===== config.mk =====
export PLATFORM = sky130hd
export DESIGN_NAME = htbe_ctrl
export DESIGN_NICKNAME = d
export VERILOG_FILES = /design/src/hdl/huffman_tree_build_encode_defines.svh /design/src/hdl/htbe_pkg.sv /design/src/hdl/htbe_ctrl.sv
export SDC_FILE = /design/constraint.sdc
export NUM_CORES = 1
export LEC_CHECK = 0
export ABC_CLOCK_PERIOD_IN_PS = 1700
export BUFFER_PORTS_ARGS = -buffer_cell sky130_fd_sc_hd__buf_2
export CAP_MARGIN = 20
export CELL_PAD_IN_SITES_DETAIL_PLACEMENT = 2
export CELL_PAD_IN_SITES_GLOBAL_PLACEMENT = 2
export CORE_MARGIN = 2
export CORE_UTILIZATION = 20
export DETAILED_ROUTE_END_ITERATION = 8
export PLACE_DENSITY = 0.73
export SLEW_MARGIN = 20
export SYNTH_ARGS = -nofsm -noshare
export SYNTH_HDL_FRONTEND = slang
export SYNTH_SLANG_ARGS = --single-unit

===== constraint.sdc =====
create_clock -name clk_i -period 1.7 [get_ports clk_i]
set_input_delay 0.34 -clock clk_i [delete_from_list [all_inputs] [get_ports clk_i]]
set_output_delay 0.34 -clock clk_i [all_outputs]
set_load 0.02 [all_outputs]

===== src/hdl/huffman_tree_build_encode_defines.svh =====
// ----------------------------------------------------------------------------
// Huffman tree build/encode assertion macros
// Shared assertion helpers; empty under SYNTH.
// ----------------------------------------------------------------------------
`ifndef HUFFMAN_TREE_BUILD_ENCODE_DEFINES_SVH
`define HUFFMAN_TREE_BUILD_ENCODE_DEFINES_SVH
`ifndef SYNTH
`define HTBE_ASSERT_IMPL(lbl, ante, cons) \
  lbl: assert property (@(posedge clk_i) disable iff (!rst_ni) (ante) |-> (cons)) \
    else $error("assertion failed");
`define HTBE_ASSERT_NEXT(lbl, ante, cons) \
  lbl: assert property (@(posedge clk_i) disable iff (!rst_ni) (ante) |=> (cons)) \
    else $error("assertion failed");
`else
`define HTBE_ASSERT_IMPL(lbl, ante, cons)
`define HTBE_ASSERT_NEXT(lbl, ante, cons)
`endif
`endif


===== src/hdl/htbe_pkg.sv =====
// ----------------------------------------------------------------------------
// htbe_pkg
// Types and constants for the Huffman tree build/encode block.
// ----------------------------------------------------------------------------
`timescale 1ns / 1ps
package htbe_pkg;
  localparam int unsigned SYMBOLS         = 256;
  localparam int unsigned COUNT_WIDTH     = 32;
  localparam int unsigned MAX_CODE_LENGTH = 64;
  localparam int unsigned WEIGHT_WIDTH    = 40;
  localparam int unsigned NODE_TOTAL      = 2 * SYMBOLS - 1;
  localparam int unsigned NODE_W          = $clog2(NODE_TOTAL);
  localparam int unsigned SLOT_W          = $clog2(SYMBOLS);
  localparam int unsigned IDX_W           = SLOT_W + 1;
  localparam int unsigned ROOT_NODE       = 2 * SYMBOLS - 2;
  localparam int unsigned BITS_W          = 64;
  localparam int unsigned LEN_W           = 7;

  typedef enum logic [1:0] {
    OP_COUNT  = 2'd0,
    OP_BUILD  = 2'd1,
    OP_ENCODE = 2'd2,
    OP_NONE   = 2'd3
  } op_e;

  typedef enum logic [1:0] {
    ST_OK       = 2'd0,
    ST_NO_TREE  = 2'd1,
    ST_ZERO_CNT = 2'd2,
    ST_TOO_LONG = 2'd3
  } status_e;

  typedef enum logic [3:0] {
    S_CLR, S_IDLE, S_C_RD, S_C_WR, S_I_RD, S_I_WR, S_S_RD, S_S_CMP,
    S_M_LO, S_M_NX, S_ROOT, S_E_CNT, S_E_CHK0, S_E_CHK, S_E_STEP, S_RES
  } state_e;

  typedef struct packed {
    logic    clr_wr;
    logic    take_in;
    logic    cnt_rd;
    logic    cnt_wr;
    logic    init_start;
    logic    init_rd;
    logic    init_wr;
    logic    scan_rd;
    logic    scan_cmp;
    logic    merge_lo;
    logic    merge_nx;
    logic    set_root;
    logic    enc_start;
    logic    enc_rd;
    logic    enc_step;
    logic    res_set;
    status_e res_st;
    logic    res_load;
  } htbe_cmd_t;

  typedef struct packed {
    op_e  op;
    logic tree_ready;
    logic sym_ok;
    logic cnt_zero;
    logic clr_last;
    logic init_last;
    logic scan_last;
    logic size_two;
    logic at_root;
    logic len_full;
    logic out_free;
  } htbe_stat_t;
endpackage


===== src/hdl/htbe_ctrl.sv =====
// ----------------------------------------------------------------------------
// htbe_ctrl
// Sequencer for count, build and encode operations.
// ----------------------------------------------------------------------------
`timescale 1ns / 1ps
module htbe_ctrl import htbe_pkg::*; (
  input  logic       clk_i,
  input  logic       rst_ni,
  input  logic       in_valid_i,
  output logic       in_ready_o,
  input  htbe_stat_t stat_i,
  output htbe_cmd_t  cmd_o
);
  state_e state_q, state_d;

  always_ff @(posedge clk_i or negedge rst_ni) begin
    if (!rst_ni) begin
      state_q <= S_CLR;
    end else begin
      state_q <= state_d;
    end
  end

  always_comb begin
    state_d = state_q;
    unique case (state_q)
      S_CLR:    state_d = stat_i.clr_last ? S_IDLE : S_CLR;
      S_IDLE: begin
        if (in_valid_i) begin
          unique case (stat_i.op)
            OP_COUNT:  state_d = S_C_RD;
            OP_BUILD:  state_d = S_I_RD;
            OP_ENCODE: state_d = stat_i.tree_ready ? S_E_CNT : S_RES;
            default:   state_d = S_IDLE;
          endcase
        end
      end
      S_C_RD:   state_d = S_C_WR;
      S_C_WR:   state_d = S_IDLE;
      S_I_RD:   state_d = S_I_WR;
      S_I_WR:   state_d = stat_i.init_last ? S_S_RD : S_I_RD;
      S_S_RD:   state_d = S_S_CMP;
      S_S_CMP:  state_d = stat_i.scan_last ? S_M_LO : S_S_RD;
      S_M_LO:   state_d = S_M_NX;
      S_M_NX:   state_d = stat_i.size_two ? S_ROOT : S_S_RD;
      S_ROOT:   state_d = S_RES;
      S_E_CNT:  state_d = S_E_CHK0;
      S_E_CHK0: state_d = (!stat_i.sym_ok || stat_i.cnt_zero) ? S_RES : S_E_CHK;
      S_E_CHK:  state_d = (stat_i.at_root || stat_i.len_full) ? S_RES : S_E_STEP;
      S_E_STEP: state_d = S_E_CHK;
      S_RES:    state_d = stat_i.out_free ? S_IDLE : S_RES;
      default:  state_d = S_IDLE;
    endcase
  end

  always_comb begin
    cmd_o = '0;
    cmd_o.res_st = ST_OK;
    in_ready_o = 1'b0;
    unique case (state_q)
      // count memory sweep after reset
      S_CLR: cmd_o.clr_wr = 1'b1;
      S_IDLE: begin
        in_ready_o     = 1'b1;
        cmd_o.take_in  = in_valid_i;
        cmd_o.init_start = in_valid_i && (stat_i.op == OP_BUILD);
        // encode without a tree answers at once
        cmd_o.res_set  = in_valid_i && (stat_i.op == OP_ENCODE) && !stat_i.tree_ready;
        cmd_o.res_st   = ST_NO_TREE;
      end
      S_C_RD: cmd_o.cnt_rd = 1'b1;
      S_C_WR: cmd_o.cnt_wr = 1'b1;
      S_I_RD: cmd_o.init_rd = 1'b1;
      S_I_WR: cmd_o.init_wr = 1'b1;
      S_S_RD: cmd_o.scan_rd = 1'b1;
      S_S_CMP: cmd_o.scan_cmp = 1'b1;
      S_M_LO: cmd_o.merge_lo = 1'b1;
      S_M_NX: cmd_o.merge_nx = 1'b1;
      S_ROOT: begin
        cmd_o.set_root = 1'b1;
        cmd_o.res_set  = 1'b1;
        cmd_o.res_st   = ST_OK;
      end
      S_E_CNT: cmd_o.cnt_rd = 1'b1;
      S_E_CHK0: begin
        cmd_o.enc_start = 1'b1;
        cmd_o.res_set   = !stat_i.sym_ok || stat_i.cnt_zero;
        cmd_o.res_st    = ST_ZERO_CNT;
      end
      S_E_CHK: begin
        cmd_o.enc_rd  = 1'b1;
        cmd_o.res_set = stat_i.at_root || stat_i.len_full;
        cmd_o.res_st  = stat_i.at_root ? ST_OK : ST_TOO_LONG;
      end
      S_E_STEP: cmd_o.enc_step = 1'b1;
      S_RES:    cmd_o.res_load = stat_i.out_free;
      default: ;
    endcase
  end
endmodule


==> qor.log <==
[die] Initial Util 21.2%
[pwr] reported leakage power 0.545 nW
[synthesis] Post-synth EDFFs 0
[grt] wire length of the first global-routing pass 4480 um
[die] count of pins on the block boundary 35
[place] Placement Setup Slack 0.0331 ns
[die] height of the chip 58.3 um
[finish] final core area utilization 43.5%
[timing] actual transition at the worst max-transition pin 0.451 ns
[routing] Routed Wire Length 3150 um
[synthesis] synthesized instance count 87
[grt] aggregate global-route resource usage 17.9%
[grt] initial antenna violation count 0
[finish] NumNets Final 156
[pwr] Clock power frac 5.7%
[pwr] combinational fraction of design power 86.5%
[critical_path] launching point of the worst reg2reg path state_q[3]$_DFFE_PN0P_
[finish] final non-filler cell area 0.00121 mm^2
[critical_path] Setup crit start kind flop
[routing] first-pass iteration count of the detailed router 4
[die] Die Outline Area 0.00340 mm^2
[flow_run] Max-cap violations 0
[critical_path] required arrival time at the worst endpoint 1.36 ns
[finish] total area of sequential cells 101 um^2
[pwr] reported net switching power 0.00105 W
[synthesis] leading cell types by total area after synthesis dfrtp_1 17%, nor2_1 8.3%, nand2b_1 5.3%
[synthesis] flip-flop and latch count after synthesis 4
[pwr] Seq pwr share 7.8%
[timing] unrepaired setup endpoints after global routing true
[synthesis] sequential cell area fraction in the yosys report 16.9%
[timing] maximum achievable frequency 0.561 GHz
[finish] largest register by flop count state_q
[timing] final number of max-transition violations 0
[grt] pin count of the biggest net entering global routing 16
[critical_path] number of cells traversed by the worst register-to-register path 7
[die] # rows 19
[clocking] Clock Pin Slew Worst Setup and Hold Paths 0.04 ns
[routing] remaining antenna violation count after routing 0
[finish] layout-stage area growth over the synthesis result 105%
[critical_path] maximum fanout along the worst path 8
[clocking] latest clock arrival within the worst-skew pair 0.24 ns
[place] count of input and output buffers 34
[timing] final-report hold violation count 0
[min_path] worst hold path depth 3
[place] DP Wirelength 2120 um
[critical_path] endpoint kind of the worst setup timing path output port
[clocking] number of clock buffers inserted by TritonCTS 3
[finish] flip-flop count of the largest register, all copies and words added 4
[pwr] Max rail drop VDD 1.06 mV
[timing] setup total negative slack -0.219 ns
[critical_path] worst reg2reg endpoint state_q[3]$_DFFE_PN0P_
[run_status] failing checks setup timing
[synthesis] post-synthesis instance area 591 um^2
[finish] n_diodes 0
[routing] max layer used met4
[finish] top flop regs state_q x4
[routing] overall via count from detail_route 870
[routing] DRC Markers 0
[timing] minimum clock period 1.78 ns
[timing] final worst setup slack -0.0818 ns
[place] global placement routability congestion 0.879
[die] placeable core region 0.00278 mm^2
[synthesis] share of the synthesized area in the top cell type 16.9%
[min_path] hold_sp stat_i[7]
[clocking] sink count of the clock tree 4
[timing] share of the clock period used by the worst path 105%
[synthesis] prevailing post-synth register cell dfrtp_1
[run_status] outcome complete, but fails checks
[routing] mean number of vias per cell 5.12
[grt] number of global-route vias before repair 893
[synthesis] mean post-synth cell area 6.79 um^2
[finish] Filler Cell Count 317
[synthesis] unique cell type count in the Yosys netlist 33
[routing] number of DRC markers in iteration 0 15
[finish] most used cells in the layout excluding fill and tap cells 20 x buf_4, 18 x buf_2, 14 x buf_6, 9 x nor2_1, 6 x nand2_1
[min_path] type of the tightest min-delay check in -> reg
[finish] share of layout cells above drive strength 1 62.6%
[pwr] net switching share of the total power 47.6%
[clocking] CTS Root Buffer Type clkbuf_4
[synthesis] largest area contributor in the netlist dfrtp_1
[routing] WL met1 1270 um
[timing] worst slew margin relative to its limit 69.9%
[finish] multi-input logic area 554 um^2
[pwr] Internal Pwr Total 0.00116 W
[clocking] Max clock buf depth 2
[clocking] CTS H-tree lvls 1
[finish] most common library cell in the layout ignoring fill and taps buf_4
[timing] clock skew 0.00119 ns
[critical_path] category of the critical setup timing path reg -> out
[critical_path] critical path data arrival time 1.44 ns
[die] die outline width 58.3 um
[min_path] hold path endpoint state_q[1]$_DFFE_PN0P_
[grt] sum of overflow across all layers after global routing 0
[synthesis] number of nets produced by synthesis 102
[pwr] areal power density over the cells 1830 mW/mm^2
[routing] Met2 Wirelength 1640 um
[place] standard cell area after detailed placement 846 um^2
[synthesis] fraction of registers with async set/reset 100%
[clocking] TritonCTS clock tree yes
[synthesis] warnings from Yosys 0
[routing] detail-routed net length per standard cell 18.5 um
[routing] routed length on met3 159 um
[timing] number of setup violations in the final report 5
[critical_path] slack of the worst reg-to-reg path 0.17 ns
-- synth_stat cells, drive strengths merged, types with 2 or more instances --
master / instances
o22ai: 2
inv: 4
nor3: 8
nor3b: 3
a21oi: 5
or2: 2
nand3: 3
nand2: 8
buf: 7
nand2b: 5
nor2: 14
a211oi: 2
a31oi: 4
o21ai: 7
dfrtp: 4
-- kinds of logic after synthesis --
| kind of cell | Yosys count | synth area share, % |
|---|---|---|
| simple gates | 47 | 45.3 |
| flops | 4 | 16.9 |
| buf+inv | 12 | 11.7 |
| compound gates | 23 | 24.6 |
| xor+xnor | 1 | 1.48 |
-- how the worst max path moves through the flow --
| stage | startpoint | endpoint | slack [ns] | cells after the start |
|---|---|---|---|---|
| 3_3_place_gp | state_q[3]$_DFFE_PN0P_ | cmd_o[14] | 0.1 | 4 |
| 2_1_floorplan | state_q[2]$_DFFE_PN0P_ | cmd_o[14] | -0.02 | 5 |
| 4_1_cts | state_q[2]$_DFFE_PN0P_ | cmd_o[3] | -0.05 | 5 |
| 6_report | state_q[3]$_DFFE_PN0P_ | cmd_o[1] | -0.08 | 6 |
| 5_1_grt | state_q[3]$_DFFE_PN0P_ | cmd_o[3] | -0.15 | 5 |
| 3_5_place_dp | state_q[3]$_DFFE_PN0P_ | cmd_o[3] | 0.03 | 5 |
-- layer usage --
layer	GRT usage (%)	vias up
met2	30.0	38
li1	-	409
met5	0	-
met3	1.76	6
met4	12.3	0
met1	21.4	417
-- through the flow --
stage	instances	hold slack (ns)	power (W)
after floorplan	87	0.0444	0.000996
after global placement	154	0.145	0.00134
after detailed placement	154	0.152	0.00138
after CTS	163	0.438	0.00175
after global routing	170	0.461	0.00235
final	170	0.439	0.00221
-- worst max-delay path, cell delays in order, from the launching register on --
cell and delay [ns]:
dfrtp_1 0.37, buf_4 0.14, buf_8 0.14, nand2_8 0.11, nor3_2 0.06, or2_4 0.25
buf_6 0.13
-- cell type report --
class | count | area share, %
flip-flops and latches | 4 | 8.38
multi-input cells | 71 | 45.8
repair buffers | 57 | 39.5
clock buffers | 3 | 1.86
well taps | 31 | 3.21
inverters | 4 | 1.24
-- power groups by stage --
stage               Combinational [W]  Clock (W)  Sequential, W
floorplan                    0.000838          0       0.000158
global placement              0.00117          0       0.000164
CTS                           0.00145   0.000124       0.000169
global route                  0.00203   0.000138       0.000179
finish                        0.00191   0.000127       0.000173
detailed placement            0.00121          0       0.000165
-- what timing repair did --
action                                  4_1_cts  5_1_grt
hold endpoints to repair                      4        0
setup buffers                                 5        7
resized for setup                            22       39
pin swaps                                     3        8
hold buffers                                  1        0
endpoints found under the setup margin        7       16
No activity file was read; power rests on OpenSTA's default activity.
